===== src/rtl/core/dpt_pkg.sv =====
`timescale 1ns / 1ps
// ----------------------------------------------------------------------------
// dpt_pkg: shared definitions for the demand paging translator
// Widths, reset values and status codes used by the front, queue and back.
// ----------------------------------------------------------------------------
package dpt_pkg;

	localparam int NUM_PAGES_DEF  = 1024;
	localparam int NUM_FRAMES_DEF = 1024;
	localparam int VADDR_BITS_DEF = 32;

	localparam int VA_IN_W  = 32;
	localparam int PS_W     = 17;
	localparam int OFF_W    = 16;
	localparam int PA_W     = 26;
	localparam int FRAME_OW = 10;
	localparam int CNT_W    = 32;
	localparam int ST_W     = 2;

	localparam int QUEUE_DEPTH = 2;

	localparam logic [PS_W-1:0] PAGE_SIZE_RESET = 17'd4096;
	localparam logic [PS_W-1:0] PAGE_SIZE_MIN   = 17'd1;
	localparam logic [PS_W-1:0] PAGE_SIZE_MAX   = 17'd65536;

	localparam logic [ST_W-1:0] ST_HIT    = 2'd0;
	localparam logic [ST_W-1:0] ST_LOADED = 2'd1;
	localparam logic [ST_W-1:0] ST_RANGE  = 2'd2;
	localparam logic [ST_W-1:0] ST_FULL   = 2'd3;

endpackage


===== src/rtl/core/dpt_front.sv =====
`timescale 1ns / 1ps
// ----------------------------------------------------------------------------
// dpt_front: address split
// Bit-serial restoring divider that yields page number and offset, then a
// range check, and hands the classified request to the queue.
// ----------------------------------------------------------------------------
module dpt_front #(
	parameter int NUM_PAGES  = dpt_pkg::NUM_PAGES_DEF,
	parameter int VADDR_BITS = dpt_pkg::VADDR_BITS_DEF
) (
	input  logic                         clk,
	input  logic                         arst_n,
	input  logic                         start_acc,
	input  logic [dpt_pkg::VA_IN_W-1:0]  virtual_address,
	input  logic [dpt_pkg::PS_W-1:0]     page_size,
	output logic                         busy,
	output logic                         push,
	output logic [1+$clog2(NUM_PAGES)+dpt_pkg::OFF_W+dpt_pkg::PS_W-1:0] entry,
	input  logic                         full
);

	localparam int VA_W   = (VADDR_BITS < dpt_pkg::VA_IN_W) ? VADDR_BITS : dpt_pkg::VA_IN_W;
	localparam int PAGE_W = $clog2(NUM_PAGES);
	localparam int STEP_W = $clog2(VA_W);

	localparam logic [1:0] F_IDLE = 2'd0;
	localparam logic [1:0] F_DIV  = 2'd1;
	localparam logic [1:0] F_PUSH = 2'd2;

	logic [1:0]                 state_q;
	logic [STEP_W-1:0]          step_q;
	logic [VA_W-1:0]            va_q;      // dividend shifts out, quotient shifts in
	logic [dpt_pkg::OFF_W-1:0]  rem_q;
	logic [dpt_pkg::PS_W-1:0]   ps_q;

	logic [dpt_pkg::PS_W-1:0]   trial;
	logic                       fits;
	logic [dpt_pkg::OFF_W-1:0]  rem_n;
	logic                       out_of_range;

	assign trial = {rem_q, va_q[VA_W-1]};
	assign fits  = (trial >= ps_q);
	assign rem_n = fits ? dpt_pkg::OFF_W'(trial - ps_q) : trial[dpt_pkg::OFF_W-1:0];

	assign out_of_range = (64'(va_q) >= 64'(NUM_PAGES));

	assign busy  = (state_q != F_IDLE);
	assign push  = (state_q == F_PUSH) && !full;
	assign entry = {out_of_range, PAGE_W'(va_q), rem_q, ps_q};

	always_ff @(posedge clk) begin
		unique case (state_q)
			F_IDLE: begin
				if (start_acc) begin
					va_q  <= virtual_address[VA_W-1:0];
					rem_q <= '0;
					ps_q  <= page_size;
				end
			end
			F_DIV: begin
				va_q  <= {va_q[VA_W-2:0], fits};
				rem_q <= rem_n;
			end
			default: begin
			end
		endcase
	end

	always_ff @(posedge clk or negedge arst_n) begin
		if (!arst_n) begin
			state_q <= F_IDLE;
			step_q  <= '0;
		end else begin
			unique case (state_q)
				F_IDLE: begin
					if (start_acc) begin
						state_q <= F_DIV;
						step_q  <= STEP_W'(VA_W - 1);
					end
				end
				F_DIV: begin
					step_q <= step_q - 1'b1;
					if (step_q == '0) begin
						state_q <= F_PUSH;
					end
				end
				F_PUSH: begin
					if (!full) begin
						state_q <= F_IDLE;
					end
				end
				default: begin
					state_q <= F_IDLE;
				end
			endcase
		end
	end

endmodule


===== config.mk =====
export PLATFORM = sky130hd
export DESIGN_NAME = dpt_front
export DESIGN_NICKNAME = d
export VERILOG_FILES = /design/src/rtl/core/dpt_pkg.sv /design/src/rtl/core/dpt_front.sv
export SDC_FILE = /design/constraint.sdc
export NUM_CORES = 1
export LEC_CHECK = 0
export BUFFER_PORTS_ARGS = -buffer_cell sky130_fd_sc_hd__buf_2
export CORE_MARGIN = 2
export CORE_UTILIZATION = 30
export CTS_BUF_LIST = sky130_fd_sc_hd__clkbuf_16
export DETAILED_ROUTE_END_ITERATION = 6
export HOLD_SLACK_MARGIN = 0.15
export MAX_ROUTING_LAYER = met4
export PLACE_DENSITY = 0.48
export SYNTH_ARGS = -nofsm -noshare
export SYNTH_HDL_FRONTEND = slang
export SYNTH_SLANG_ARGS = --single-unit

===== constraint.sdc =====
create_clock -name clk -period 7.29 [get_ports clk]
set_clock_uncertainty 0.1 [all_clocks]
set_input_delay 1.458 -clock clk [delete_from_list [all_inputs] [get_ports clk]]
set_output_delay 1.458 -clock clk [all_outputs]
set_load 0.005 [all_outputs]

== After elaboration in Yosys (flattened, before gate mapping) ==
Index checks and enable logic that the tools add are counted.

* Register bits after elaboration: 72
* Bits of input ports: 53
* Output and inout port bits: 46
* Logic and storage cells: 34

* $add $sub $neg: 2
* Order comparisons: 2
* Equal/unequal tests: 5
* Muxes and demuxes: 11
* Reductions and logical operators: 9

{| class="wikitable"
|+ Operators by type and width
! cell !! number
|-
| 32-bit case mux with 2 select lines || 1
|-
| 32-bit by 11-bit >= comparator with 1-bit output (second input constant) || 1
|-
| 16-bit 2-to-1 mux || 2
|-
| 32-bit 2-to-1 mux || 1
|-
| 16-bit case mux with 2 select lines || 1
|-
| 17-bit >= comparator || 1
|-
| 16-bit subtractor || 1
|-
| 5-bit case mux with 2 select lines || 1
|-
| 2-bit 2-to-1 mux || 3
|-
| 2-bit != test (second input constant) || 3
|-
| 2-bit case mux with 3 select lines || 1
|-
| 5-bit logical NOT || 1
|-
| 5-bit 2-to-1 mux || 1
|-
| 5-bit by 1-bit subtractor with 5-bit output (second input constant) || 1
|-
| 2-bit AND reduction || 2
|-
| 2-bit nonzero test || 2
|-
| 3-bit AND reduction || 1
|-
| 2-bit by 1-bit == test with 1-bit output (second input constant) || 1
|-
| 2-bit == test (second input constant) || 1
|-
| 2-bit logical NOT || 1
|-
| 1-bit logical AND || 1
|-
| 1-bit logical NOT || 1
|}

== Logic depth before layout (Yosys ltp) ==
* Depth after elaboration: 3
* Depth in mapped cells: 10
* Gate-level depth less buffers: 9

== Worst setup path after synthesis ==
Ideal clock, no wire load.

* Path type: in2reg
* From: in start_acc
* To: reg rem_q[0] (netlist name), enable pin
* Setup time: 522 ps
* Data arrival time: 4,959 ps
* Required time: 6,668 ps
* Slack: 1,709 ps
* Stages on the path: 2
* Path buffers: 0
* Cells stage by stage: inv_1 > o21ai_0

* Cells in the longest elaborated chain, start to end: 2

{| class="wikitable"
|+ RTL lines
! element !! line !! source
|-
| start, declared || dpt_front.sv:13 || <nowiki>input logic start_acc,</nowiki>
|-
| 2-bit != test (no line) || - ||
|-
| 2-bit AND reduction (no line) || - ||
|-
| end signal, assigned || dpt_front.sv:62 || <nowiki>rem_q <= rem_n;</nowiki>
|-
| end, declared || dpt_front.sv:33 || <nowiki>logic [dpt_pkg::OFF_W-1:0] rem_q;</nowiki>
|}

Every way passes these cells.
A chain may end at the register's enable or synchronous reset.

== Worst setup path after layout ==
* From: reg va_q[13]
* To: out entry[43] (netlist name)

* Cells in the longest elaborated chain, start to end: 1

{| class="wikitable"
|+ RTL lines
! element !! line !! source
|-
| start, declared || dpt_front.sv:32 || <nowiki>logic [VA_W-1:0] va_q;</nowiki>
|-
| start signal, assigned || dpt_front.sv:55 || <nowiki>va_q <= virtual_address[VA_W-1:0];</nowiki>
|-
| start signal, assigned || dpt_front.sv:61 || <nowiki>va_q <= {va_q[VA_W-2:0], fits};</nowiki>
|-
| 32-bit by 11-bit >= comparator with 1-bit output || dpt_front.sv:45 || <nowiki>assign out_of_range = (64'(va_q) >= 64'(NUM_PAGES));</nowiki>
|-
| end, declared || dpt_front.sv:18 || <nowiki>output logic [1+$clog2(NUM_PAGES)+dpt_pkg::OFF_W+dpt_pkg::PS_W-1:0] entry,</nowiki>
|}

Every way passes these cells.

==> reports/metrics.csv <==
stage,metric,value,unit
status,status,"complete, no violations",
synth,synth_edf_count,65,
placement,place_congestion,0.807,
setup_path,critPathRequiredTime,5.73,ns
final_layout,final_nets,575,
clocking,cts_setup_buffers,0,
synth,synth-adder-area-share,0.0633,
route,dr.pass1.iters,4,
timing,period_minus_slack,3.47,ns
die,coreArea,13200,µm²
clocking,cts_root_buffer,clkbuf_16,
timing,post-route-period-util,0.476,
route,viasPerCell,4.84,
timing,hold_viol,0,
setup_path,critPathMaxFanout,2,
global_route,grt_usage,0.150,
synth,async_flop_share,0.0972,
setup_path,rrSetupSlack,4.08,ns
placement,port_buffers,98,
global_route,grt_max_degree,51,
pwr,peakVddDrop,260,µV
hold_path,hold_start,step_q[4],
hold_path,hp-class,reg2reg,
pwr,p_comb_frac,0.440,
global_route,grt_pass1_vias,3237,
synth,ys.flop_type,edfxtp_1,
synth,seq_area_frac_synth,0.523,
setup_path,worst_r2r_startpoint,rem_q[3],
clocking,cts_tree,done,
route,drt_wl_total,10200,µm
global_route,grt_pass1_wl,16200,µm
final_layout,antenna_cells,0,
setup_path,worst_setup_path_start_kind,flop,
synth,ys_ff_latch,72,
pwr,p_sw_frac,0.392,
synth,synth_top_family_by_area,simple AND/OR/NAND/NOR gates,
timing,slew-limit-headroom,0.257,
route,vias,3309,
timing,worst_pin_slew,1.11,ns
synth,synth_top_area_cell,edfxtp_1,
route,antenna_left,0,
final_layout,drive_gt1_frac,0.249,
global_route,overflow,0,
setup_path,cp_slowest_cell,nor4_1,
clocking,ctsHoldBuffers,0,
die,dieArea,14500,µm²
global_route,antenna_found_initial,0,
final_layout,areaGrowthSynthToFinish,21.8,%
synth,synth.net_count,492,
synth,syn_inst,419,
setup_path,worst-path-buf-inv,1,
clocking,clk_path_buf_depth,2,
setup_path,cp_cell_sequence,"nor4_1, nand4_1, or4_1, buf_2",
route,drt_first_iter_violations,204,
pwr,p_leak,2.26,nW
hold_path,min_path_cells,1,
timing,clock.fmax,288,MHz
synth,synth_xor_area_frac,0.0129,
pwr,seqPwrFrac,0.364,
die,io_pins,99,
clocking,numCtsBuffers,9,
die,start_util,0.307,
route,drt-wirelength-per-cell,14.9,µm
pwr,switchingPower,0.000894,W
pwr,clockPowerShare,0.196,
clocking,cts-resized-gates,0,
clocking,clk_pin_slew,0.06,ns
timing,drv_slew,0,
timing,setup_violations,0,
clocking,cts.htree.levels,3,
die,row_count,42,
timing,rsz0062_at_grt,false,
synth,synth_top_area_share,0.480,
setup_path,timing.rr.end,rem_q[0],
synth,synth-simple-area-share,0.196,
die,die_h,120,µm
pwr,p_per_area,460,nW/µm²
run,cap_viol_max_count,0,
pwr,p_int,0.00138,W
synth,synth_area,4070,µm²
synth,yosysWarnings,0,
hold_path,min_to,step_q[4],
setup_path,r2r_cells,7,
synth,synth_compound_area_frac,0.139,
clocking,clkLatencyLatePin,0.34,ns
synth,synth.area.top_cells,"edfxtp_1 48%, nand2_1 10%, ha_1 5.8%, dfrtp_1 4.3%, a21oi_1 3.8%",
synth,syn_avg_cell_area,9.71,µm²
setup_path,slowest_delay,0.46,ns
synth,muxShareOfSynthArea,0.00492,
setup_path,critPathKind,reg2out,
route,drc,0,
setup_path,cp.arrival,1.91,ns
timing,hold_slack,0.390,ns
clocking,clock-sinks,72,
placement,dp_hpwl,7040,µm
synth,ys_types,53,
die,die_w,120,µm
setup_path,crit_path_end_kind,primary output,
timing,fin_tns_setup,0,ns
setup_path,path_delay_family,simple AND/OR/NAND/NOR gates,
-- worst register-to-register path: cells and delay by family, from the launching register on --
family | cells | cell delay, ns
DFF | 1 | 0.41
adders and majority gates | 1 | 0.35
and+or+nand+nor | 2 | 0.61
AOI/OAI and AO/OA | 4 | 1.55
-- metal layers --
| metal | track usage | part of all wire | up-vias | wire (µm) |
|---|---|---|---|---|
| met5 | - | 0 | - | 0 |
| met4 | 0.0523 | 0.015 | 0 | 157 |
| met3 | 0.0354 | 0.052 | 11 | 531 |
| met2 | 0.217 | 0.44 | 104 | 4420 |
| met1 | 0.206 | 0.50 | 1542 | 5040 |
| li1 | - | - | 1652 | - |
-- state kept, by name (all words and copies together) (netlist names) --
signal	flops
ps_q	17
rem_q	16
state_q	2
step_q	5
va_q	32
-- worst max-delay path by stage --
stage | from | end | slack, ns | cells after the start
after floorplan | start_acc | rem_q[0] | 1.71 | 2
after global placement | full | push | 3.88 | 3
after detailed placement | full | push | 3.88 | 3
after CTS | va_q[24] | entry[43] | 3.81 | 3
after global routing | va_q[25] | entry[43] | 3.75 | 3
final | va_q[13] | entry[43] | 3.82 | 4
-- kinds of logic after synthesis --
kind of cell             count (synthesis)
AND/OR/NAND/NOR                        179
AO/OA/AOI/OAI                           89
flip-flops                              72
buffers and inverters                   51
adder cells (fa/ha/maj)                 20
XOR/XNOR                                 6
multiplexers                             2
-- cell type report --
class                           instances  area [µm²]
Tap cell                              176         220
Clock buffer                           11         275
Sequential cell                        72        2130
Clock inverter                          5        27.5
Inverter                               22        82.6
Timing Repair Buffer                  101         513
Multi-Input combinational cell        296        1710
Fill cell                            1390        8290
-- stage by stage --
step                      cells  power [W]  utilization  area, µm²  worst slack, ns
after CTS                   683    0.00231        0.374       4960             3.81
after detailed placement    667    0.00185        0.351       4650             3.88
after global routing        683    0.00248        0.374       4960             3.75
after floorplan             419    0.00157            -       4070             1.71
final                       683    0.00228        0.374       4960             3.82
after global placement      667    0.00183        0.351       4650             3.88
-- cells in the final DEF (no fill, tap or decap), drive strengths merged, types with 3 or more instances in the layout --
master  synthesis  final
a21oi          31     31
nor2           11     11
o211ai          4      4
a21o            8      8
xnor2           5      5
o21a            5      5
buf            23    101
or3             3      3
a211oi          4      4
inv            22     26
clkbuf          6     11
nor3            6      6
nand2         112    112
dfrtp           7      7
nor2b           3      3
nor4            5      5
nand2b          4      4
edfxtp         65     65
or4             3      3
nand4           3      3
o21ai          17     17
ha             19     19
nand3          18     18
o22ai           5      5
-- power groups by stage --
stage	Clock, W	Sequential, W	Combinational [W]
floorplan	0	0.000826	0.000748
global placement	0	0.000830	0.00100
global route	0.000478	0.000854	0.00115
CTS	0.000461	0.000832	0.00102
detailed placement	0	0.000837	0.00101
finish	0.000445	0.000830	0.00100
-- Yosys cell counts (4+ instances only) --
library cell    n
inv_1          22
buf_1           5
o22ai_1         5
o21ai_0        16
a21o_1          8
dfrtp_1         7
nor3_1          6
buf_2           6
nand3_1        18
nor2_1         11
xnor2_1         5
o21a_1          4
buf_4          11
nor4_1          5
edfxtp_1       65
nand2_1       112
clkbuf_1        5
o211ai_1        4
ha_1           19
a21oi_1        31
nand2b_1        4
Note: power is estimated with default switching activity, not from simulation.
