## src/rtl/core/dpt_pkg.sv

```systemverilog
`timescale 1ns / 1ps
// ----------------------------------------------------------------------------
// dpt_pkg: shared definitions for the demand paging translator
// Widths, reset values and status codes used by the front, queue and back.
// ----------------------------------------------------------------------------
package dpt_pkg;

	localparam int NUM_PAGES_DEF  = 1024;
	localparam int NUM_FRAMES_DEF = 1024;
	localparam int VADDR_BITS_DEF = 32;

	localparam int VA_IN_W  = 32;
	localparam int PS_W     = 17;
	localparam int OFF_W    = 16;
	localparam int PA_W     = 26;
	localparam int FRAME_OW = 10;
	localparam int CNT_W    = 32;
	localparam int ST_W     = 2;

	localparam int QUEUE_DEPTH = 2;

	localparam logic [PS_W-1:0] PAGE_SIZE_RESET = 17'd4096;
	localparam logic [PS_W-1:0] PAGE_SIZE_MIN   = 17'd1;
	localparam logic [PS_W-1:0] PAGE_SIZE_MAX   = 17'd65536;

	localparam logic [ST_W-1:0] ST_HIT    = 2'd0;
	localparam logic [ST_W-1:0] ST_LOADED = 2'd1;
	localparam logic [ST_W-1:0] ST_RANGE  = 2'd2;
	localparam logic [ST_W-1:0] ST_FULL   = 2'd3;

endpackage

```

## src/rtl/core/dpt_fifo.sv

```systemverilog
`timescale 1ns / 1ps
// ----------------------------------------------------------------------------
// dpt_fifo: short request queue between front and back
// Two entries, so the divider can finish while the back is still working.
// ----------------------------------------------------------------------------
module dpt_fifo #(
	parameter int WIDTH = 8
) (
	input  logic             clk,
	input  logic             arst_n,
	input  logic             push,
	input  logic [WIDTH-1:0] wdata,
	output logic             full,
	input  logic             pop,
	output logic [WIDTH-1:0] rdata,
	output logic             empty
);

	localparam int PTR_W = $clog2(dpt_pkg::QUEUE_DEPTH);
	localparam int CNT_W = $clog2(dpt_pkg::QUEUE_DEPTH + 1);

	logic [WIDTH-1:0] mem_q [dpt_pkg::QUEUE_DEPTH];
	logic [PTR_W-1:0] wr_ptr_q;
	logic [PTR_W-1:0] rd_ptr_q;
	logic [CNT_W-1:0] count_q;

	assign full  = (count_q == CNT_W'(dpt_pkg::QUEUE_DEPTH));
	assign empty = (count_q == '0);
	assign rdata = mem_q[rd_ptr_q];

	always_ff @(posedge clk) begin
		if (push) begin
			mem_q[wr_ptr_q] <= wdata;
		end
	end

	always_ff @(posedge clk or negedge arst_n) begin
		if (!arst_n) begin
			wr_ptr_q <= '0;
			rd_ptr_q <= '0;
			count_q  <= '0;
		end else begin
			if (push) begin
				wr_ptr_q <= (wr_ptr_q == PTR_W'(dpt_pkg::QUEUE_DEPTH - 1)) ? '0 : wr_ptr_q + 1'b1;
			end
			if (pop) begin
				rd_ptr_q <= (rd_ptr_q == PTR_W'(dpt_pkg::QUEUE_DEPTH - 1)) ? '0 : rd_ptr_q + 1'b1;
			end
			if (push && !pop) begin
				count_q <= count_q + 1'b1;
			end else if (pop && !push) begin
				count_q <= count_q - 1'b1;
			end
		end
	end

endmodule

```

## config.mk

```make
export PLATFORM = sky130hd
export DESIGN_NAME = dpt_fifo
export DESIGN_NICKNAME = d
export VERILOG_FILES = /design/src/rtl/core/dpt_pkg.sv /design/src/rtl/core/dpt_fifo.sv
export SDC_FILE = /design/constraint.sdc
export NUM_CORES = 1
export LEC_CHECK = 0
export ABC_CLOCK_PERIOD_IN_PS = 1600
export BUFFER_PORTS_ARGS = -buffer_cell sky130_fd_sc_hd__buf_2
export CAP_MARGIN = 20
export CORE_MARGIN = 1.5
export CORE_UTILIZATION = 52
export CTS_BUF_LIST = sky130_fd_sc_hd__clkbuf_8
export DETAILED_ROUTE_END_ITERATION = 7
export PLACE_DENSITY_LB_ADDON = 0.08
export SLEW_MARGIN = 10
export SYNTH_ARGS = -nofsm -noshare
export SYNTH_HDL_FRONTEND = slang
export SYNTH_SLANG_ARGS = --single-unit
```

## constraint.sdc

```tcl
create_clock -name clk -period 1.6 [get_ports clk]
set_input_delay 0.16 -clock clk [delete_from_list [all_inputs] [get_ports clk]]
set_output_delay 0.16 -clock clk [all_outputs]
set_load 0.01 [all_outputs]
```

Yosys cells after proc, flatten, opt, wreduce, memory -nomap -nowiden
Memories as Yosys holds them, arrays and structs flattened.
Cells that the tools add are included.
- bits in registers: 4
- latch bits: 0
- bits in writable memories: 16
- ROM bits: 0
- input port bits: 12
- output and inout port bits: 10
- memories: 1
- add/subtract/negate cells: 4
- multiply operators: 0
- div/mod/pow operators: 0
- magnitude comparators: 0
- equality and inequality tests: 1
- shift-type cells: 0
- multiplexer cells: 6
- bitwise gates (word level): 0
- reduce and logical (&&, ||, !) cells: 6
- memories (memory ; depth ; bits a word ; read ports ; clocked after Yosys merged registers in ; wr ports ; line ; RTL):
    mem_q ; 2 ; 8 ; 1 ; 0 ; 1 ; dpt_fifo.sv:22 ; logic [WIDTH-1:0] mem_q [dpt_pkg::QUEUE_DEPTH];
- operators by type and width (operator ; number):
    two-way mux 1 bit ; 4
    two-way mux 2 bit ; 2
    adder 1 bit (second input constant) ; 2
    adder 2 x 1 -> 2 bit (second input constant) ; 1
    equality test 2 bit (second input constant) ; 1
    logical AND 1 bit ; 2
    zero test 1 bit ; 2
    zero test 2 bit ; 1
    nonzero test 2 bit ; 1
    subtractor 2 x 1 -> 2 bit (second input constant) ; 1

Logic depth before layout (Yosys ltp)
Gate-level depths: netlist of run 1.
- depth after elaboration: 4
- gate-level depth with buffers: 5
- depth with buffers taken out: 5

Worst setup path before layout of run 1
No wires, ideal clock.
- path kind: flip-flop to flip-flop
- start: register wr_ptr_q
- end: memory mem_q[0][0] (enable)
- setup time: 0.373 ns
- arrival: 0.789 ns
- required time: 1.227 ns
- setup slack: 0.438 ns
- stages on the path, launching flop included: 2
- buffers on the path: 0
- path through: dfrtp_1 -> nor2b_1
- RTL lines (item ; line ; RTL):
    start: declaration ; dpt_fifo.sv:23 ; logic [PTR_W-1:0] wr_ptr_q;
    start signal: assignment ; dpt_fifo.sv:44 ; wr_ptr_q <= (wr_ptr_q == PTR_W'(dpt_pkg::QUEUE_DEPTH - 1)) ? '0 : wr_ptr_q + 1'b1;
    end: declaration ; dpt_fifo.sv:22 ;
Straight into the memory's write port.

Worst setup path in the final report of run 1
- start: register rd_ptr_q
- end: output port rdata[3]
- longest elaborated chain between the ends: 1
- ends and longest elaborated chain (item ; line ; RTL):
    start: declaration ; dpt_fifo.sv:24 ; logic [PTR_W-1:0] rd_ptr_q;
    start signal: assignment ; dpt_fifo.sv:47 ; rd_ptr_q <= (rd_ptr_q == PTR_W'(dpt_pkg::QUEUE_DEPTH - 1)) ? '0 : rd_ptr_q + 1'b1;
    memory (2 x 8 bit) ; - ;
    end: declaration ; dpt_fifo.sv:15 ; output logic [WIDTH-1:0] rdata,
No other way between the ends.

==> out/metrics.yaml, run 1 <==
status: "finished clean"
start_util: 0.578
setup_viol: 0
top_layer: "met3"
die_w_um: 41.5
yosysWarnings: 0
grt_overflow_total: 0
fin_crit_ns: 1.50
port_buffers: 21
cts_tree: "yes"
die_y_um: 41.5
synth_area_um2: 771
maxCapViolCount: 0
area_delta_synth_final_pct: 22.7
clock_latency_ns: 0.25
power.share.clock: 0.199
grt_pass1_wl_um: 1920
critPathKind: "register to output port"
worstMarginPinSlew_ns: 0.378
syn_inst: 41
fin_util: 0.709
fillers: 103
ys_ff_latch: 20
intPower_mw: 1.12
path_clk_slew_ns: 0.07
wl_met1_um: 468
rows: 13
required_ns: 1.44
dr.pass1.iters: 2
async_flop_share: 0.200
yosysUniqueCellTypes: 12
peakVddDrop_uv: 1040
worstPathMaxFanout: 9
holdCritPathClass: "input pin to register"
rsz0062_at_grt: "false"
ant_nets: 0
grt_max_degree: 12
critical_path_arrival_ns: 1.34
total_leakage_power_nw: 0.397
cts-root-buf: "clkbuf_8"
synthMostInstantiatedCell: "edfxtp_1"
grtUsageTotal: 0.153
wl_met3_um: 44
met2_length_um: 638
remaining_drc_errors: 0
synth_area_per_cell_um2: 18.8
drtIter0Drc: 5
finalMaxSlewViolations: 0
synth_area_leaders: "edfxtp_1, dfrtp_1, mux2_2"
endpoint_kind: "output port"
cts_max_level: 1
drive_above_1_share: 0.507
setup_tns_ns: 0
cp-start-kind: "register"
grt_pass1_vias: 409
final_net_count: 81
power.share.switching: 0.280
core_area_mm2: 0.00133
drt_wl_total_um: 1150
p_switching_mw: 0.433
synth_top_area_share: 0.623
num_vias: 410
synth-main-ff-cell: "edfxtp_1"
dieArea_mm2: 0.00172
wl_per_cell_um: 14.0
seq_area_frac_synth: 0.753
clock_sinks: 20
antenna_cells: 0
routed_via_density: 5.00
skew_ns: 0.00308
dp_hpwl_um: 853
gp_congestion: 0.625
cts_max_path_buffers: 2
cts_buffers: 3
hold_viol: 0
post-route-period-util: 0.938
ioPinCount: 22
max_clock_freq_mhz: 666
antenna_found_initial: 0
pwr-share-seq: 0.522
synth_fp_nets: 54
p_comb_frac: 0.279
synthTopCellsByCount: "edfxtp_1, mux2_2, dfrtp_1, xor2_1, nor2_1"
synth.largest_area_cell: "edfxtp_1"
powerDensity_mw_per_mm2: 1640
maxSlewHeadroom: 0.748
synth_edf_count: 16
==> path summary, 6_finish.rpt <==
| kind | slack, ns | from | end | depth (start not counted) |
|---|---|---|---|---|
| min | 0.1 | wdata[4] | mem_q[1][4] | 1 |
| min in group asynchronous | 0.29 | arst_n | count_q[0] | 2 |
| max | 0.1 | rd_ptr_q | rdata[3] | 2 |
| min reg2reg | 0.51 | count_q[1] | count_q[1] | 1 |
| max reg2reg | 0.52 | wr_ptr_q | mem_q[1][1] | 1 |
| max in group asynchronous | 1.19 | arst_n | rd_ptr_q | 2 |
==> cell usage in the layout, fill, tap and decap left out <==
master         synthesis  final
nor2_1                 2      2
and2_1                 1      1
edfxtp_1              16     16
xnor2_1                1      1
dlygate4sd3_1          0      1
inv_1                  1      2
nor2b_1                1      1
and2b_2                1      1
buf_2                  0     21
dfrtp_1                4      4
clkbuf_8               0      3
ha_1                   1      1
buf_4                  0      1
mux2_2                 8      8
xor2_1                 4      4
==> stage by stage <==
stage | hold slack [ns] | setup WS, ns | area (um^2) | std cells | total power [mW]
6_report | 0.0965 | 0.0990 | 946 | 82 | 1.55
3_3_place_gp | -0.0288 | 0.381 | 891 | 77 | 1.24
4_1_cts | 0.0917 | 0.0898 | 946 | 82 | 1.57
5_1_grt | 0.0856 | 0.0446 | 946 | 82 | 1.64
2_1_floorplan | -0.136 | 0.438 | 771 | 41 | 1.10
3_5_place_dp | -0.0325 | 0.362 | 891 | 77 | 1.26
==> timing repair <==
item / in CTS / in global routing
resized for setup: 0 / 0
buffers inserted: 0 / 0
hold buffers: 1 / 0
endpoints found under the hold margin: 4 / 0
==> worst max-delay path, stage by stage, from the launching register on <==
cell,delay (ns)
dfrtp_1,0.57
mux2_2,0.39
buf_2,0.14
==> power by group through the flow <==
stage | combinational (mW) | clock [mW] | sequential, mW
after global placement | 0.423 | 0 | 0.813
after CTS | 0.437 | 0.319 | 0.812
after floorplan | 0.340 | 0 | 0.764
after detailed placement | 0.435 | 0 | 0.821
after global routing | 0.471 | 0.343 | 0.828
final | 0.432 | 0.308 | 0.809
==> layer usage <==
| metal | vias up | track usage |
|---|---|---|
| met5 | - | 0 |
| met4 | 0 | 0.0387 |
| met3 | 0 | 0.0522 |
| met2 | 15 | 0.263 |
| met1 | 197 | 0.183 |
| li1 | 198 | - |
==> state kept, by name (all words and copies together) (netlist names) <==
name      flops
mem_q        16
count_q       2
rd_ptr_q      1
wr_ptr_q      1
==> cell families after synthesis <==
kind of cell / after synthesis / share of synthesized area
XOR/XNOR: 5 / 0.0568
adder cells (fa/ha/maj): 1 / 0.0162
buffers and inverters: 2 / 0.0195
flip-flops: 20 / 0.753
multiplexers: 8 / 0.117
AND/OR/NAND/NOR: 5 / 0.0374
==> final cells by class <==
cell class / count / area, um^2 / share of cell area
Inverter: 1 / 3.75 / 0.00397
Sequential cell: 20 / 581 / 0.614
Clock buffer: 3 / 41.3 / 0.0437
Tap cell: 15 / 18.8 / 0.0198
Multi-Input combinational cell: 19 / 175 / 0.185
Timing Repair Buffer: 23 / 123 / 0.130
Clock inverter: 1 / 3.75 / 0.00397
(Power assumes the default switching activity.)
==> inputs of run 2 (changes only) <==
- BUFFER_PORTS_ARGS: -buffer_cell sky130_fd_sc_hd__buf_2 -> not set
- CORE_AREA: not set -> 2 2 39 41
- CORE_MARGIN: 1.5 -> not set
- CORE_UTILIZATION: 52 -> not set
- DIE_AREA: not set -> 0 0 41 43
- DONT_BUFFER_PORTS: not set -> 1
==> run 2 against run 1 <==
Critical path depth fell by 1. Non-clock buffer count fell by 10. Fmax rose by 6.5%. Cell area rose by 1.5%. First-iteration DRC count rose by 40%. Cell count fell by 11%. Sequential share of layout area fell by 0.88 points. Sequential power barely moved. Critical path type unchanged. Clock skew fell by 0.0014 ns. Worst hold slack improved by 0.060 ns. Count of clock-buffer cells in the layout rose by 1.
==> out/metrics.yaml, run 2 (synthesis gave the netlist of run 1 again) <==
powerDensity_mw_per_mm2: 1610  # -1.5%
antenna_found_initial: 0  # unchanged
post-route-period-util: 0.881  # -0.0569
crit_slowest_cell: "dfrtp_1"
skew_ns: 0.00165  # -0.00143 ns
fin_util: 0.693  # -0.0157
largest_registers: "mem_q: 16 flops, count_q: 2 flops"
finalMaxSlewViolations: 0  # unchanged
regMostFlops: "mem_q"
worstMarginPinSlew_ns: 0.391  # +0.0131 ns
dieArea_mm2: 0.00176  # +2.4%
endpoint_kind: "output port"
required_ns: 1.44  # about the same
wl_per_cell_um: 15.7  # +12%
cts_resized: 0  # unchanged
die_y_um: 43  # +3.6%
die_w_um: 41  # -1.2%
cp_cell_sequence: "mux2_2"
antenna_cells: 0  # unchanged
critical_path_arrival_ns: 1.25  # -0.09 ns
dp_hpwl_um: 785  # -8.0%
postCtsSetupBuffers: 0  # unchanged
drive_above_1_share: 0.263  # -0.244
core_area_mm2: 0.00138  # +3.8%
layout_common_cells: "edfxtp_1, dlygate4sd3_1, mux2_2"
path_buf_inv: 0  # -1
setup_tns_ns: 0  # unchanged
hold_viol: 0  # unchanged
holdCritPathClass: "input pin to register"
status: "finished clean"
area.sequential_um2: 581  # unchanged
grt_max_degree: 12  # unchanged
area_delta_synth_final_pct: 24.5
maxSlewHeadroom: 0.739  # -0.00876
cp_top_family: "flip-flops"
cts_max_path_buffers: 2  # unchanged
num_vias: 370  # -9.8%
port_buffers: 0  # -100%
rows: 14  # +1
critPathKind: "register to output port"
cts_tree: "yes"
drt_wl_total_um: 1150  # -0.35%
rsz0062_at_grt: "false"
final.setup.worst_slack_ns: 0.190  # +0.0911 ns
holdBufCountCts: 11  # +10
grt_pass1_vias: 399  # -2.4%
gp_congestion: 0.680  # +8.8%
ioPinCount: 22  # unchanged
cp_slowest_stage_delay_ns: 0.57  # about the same
worstPathMaxFanout: 9  # unchanged
stdcell_area_um2: 960  # +1.5%
start_util: 0.557  # -0.0209
grt_overflow_total: 0  # unchanged
setup_viol: 0  # unchanged
pre_cts_ws_ns: 0.467  # +0.105 ns
dpl_cell_area_um2: 795  # -11%
cts-root-buf: "clkbuf_8"
path_clk_slew_ns: 0.07  # about the same
clock_latency_ns: 0.25  # about the same
final_net_count: 71  # -12%
ant_nets: 0  # unchanged
grt_pass1_wl_um: 1640  # -14%
drtIter0Drc: 7  # +2
routed_via_density: 5.07  # +1.4%
max_clock_freq_mhz: 709  # +6.5%
cp-start-kind: "register"
clock_sinks: 20  # unchanged
fillers: 99  # -3.9%
multiInputGateArea_um2: 175  # unchanged
grtUsageTotal: 0.151  # -0.00136
dr.pass1.iters: 2  # unchanged
total_leakage_power_nw: 0.361  # -9.0%
cts_max_level: 1  # unchanged
fin_crit_ns: 1.41  # -0.0911 ns
peakVddDrop_uv: 836  # -20%
largest_reg_flops: 16  # unchanged
remaining_drc_errors: 0  # unchanged
final_common_cell: "edfxtp_1"
maxCapViolCount: 0  # unchanged
cts_buffers: 3  # unchanged
run 2: final timing paths:
| path | to | cells past startpoint | slack (ns) | startpoint |
|---|---|---|---|---|
| setup / recovery | rdata[4] | 1 | 0.19 | rd_ptr_q |
| min in group asynchronous | wr_ptr_q | 1 | 0.17 | arst_n |
| hold / removal | count_q[0] | 2 | 0.16 | push |
| hold reg to reg | wr_ptr_q | 1 | 0.49 | wr_ptr_q |
| max in group asynchronous | count_q[1] | 1 | 1.26 | arst_n |
| setup reg to reg | mem_q[1][7] | 1 | 0.51 | wr_ptr_q |
run 2: metal layers:
layer	vias up	global-route usage	routed length (um)
li1	178	-	-
met1	174	0.150	436
met2	14	0.259	616
met3	4	0.0471	69
met4	0	0.0800	23
met5	-	0	0
run 2: power breakdown:
group	total, mW	switching (mW)	internal (mW)	leakage (nW)
combinational	0.371	0.185	0.186	0.135
sequential	0.809	0.102	0.708	0.197
clock	0.368	0.150	0.219	0.0288
run 2: layout make-up:
type | instances | area share
flip-flops and latches | 20 | 0.605
multi-input cells | 19 | 0.183
repair buffers | 13 | 0.130
clock buffers | 4 | 0.0574
well taps | 16 | 0.0209
inverters | 1 | 0.00391
run 2: stage by stage:
stage | hold WS [ns] | power (mW) | cells
2_1_floorplan | -0.136 | 1.10 | 41
6_report | 0.157 | 1.55 | 73
3_5_place_dp | -0.136 | 1.17 | 58
3_3_place_gp | -0.135 | 1.14 | 58
5_1_grt | 0.172 | 1.62 | 73
4_1_cts | 0.147 | 1.56 | 73
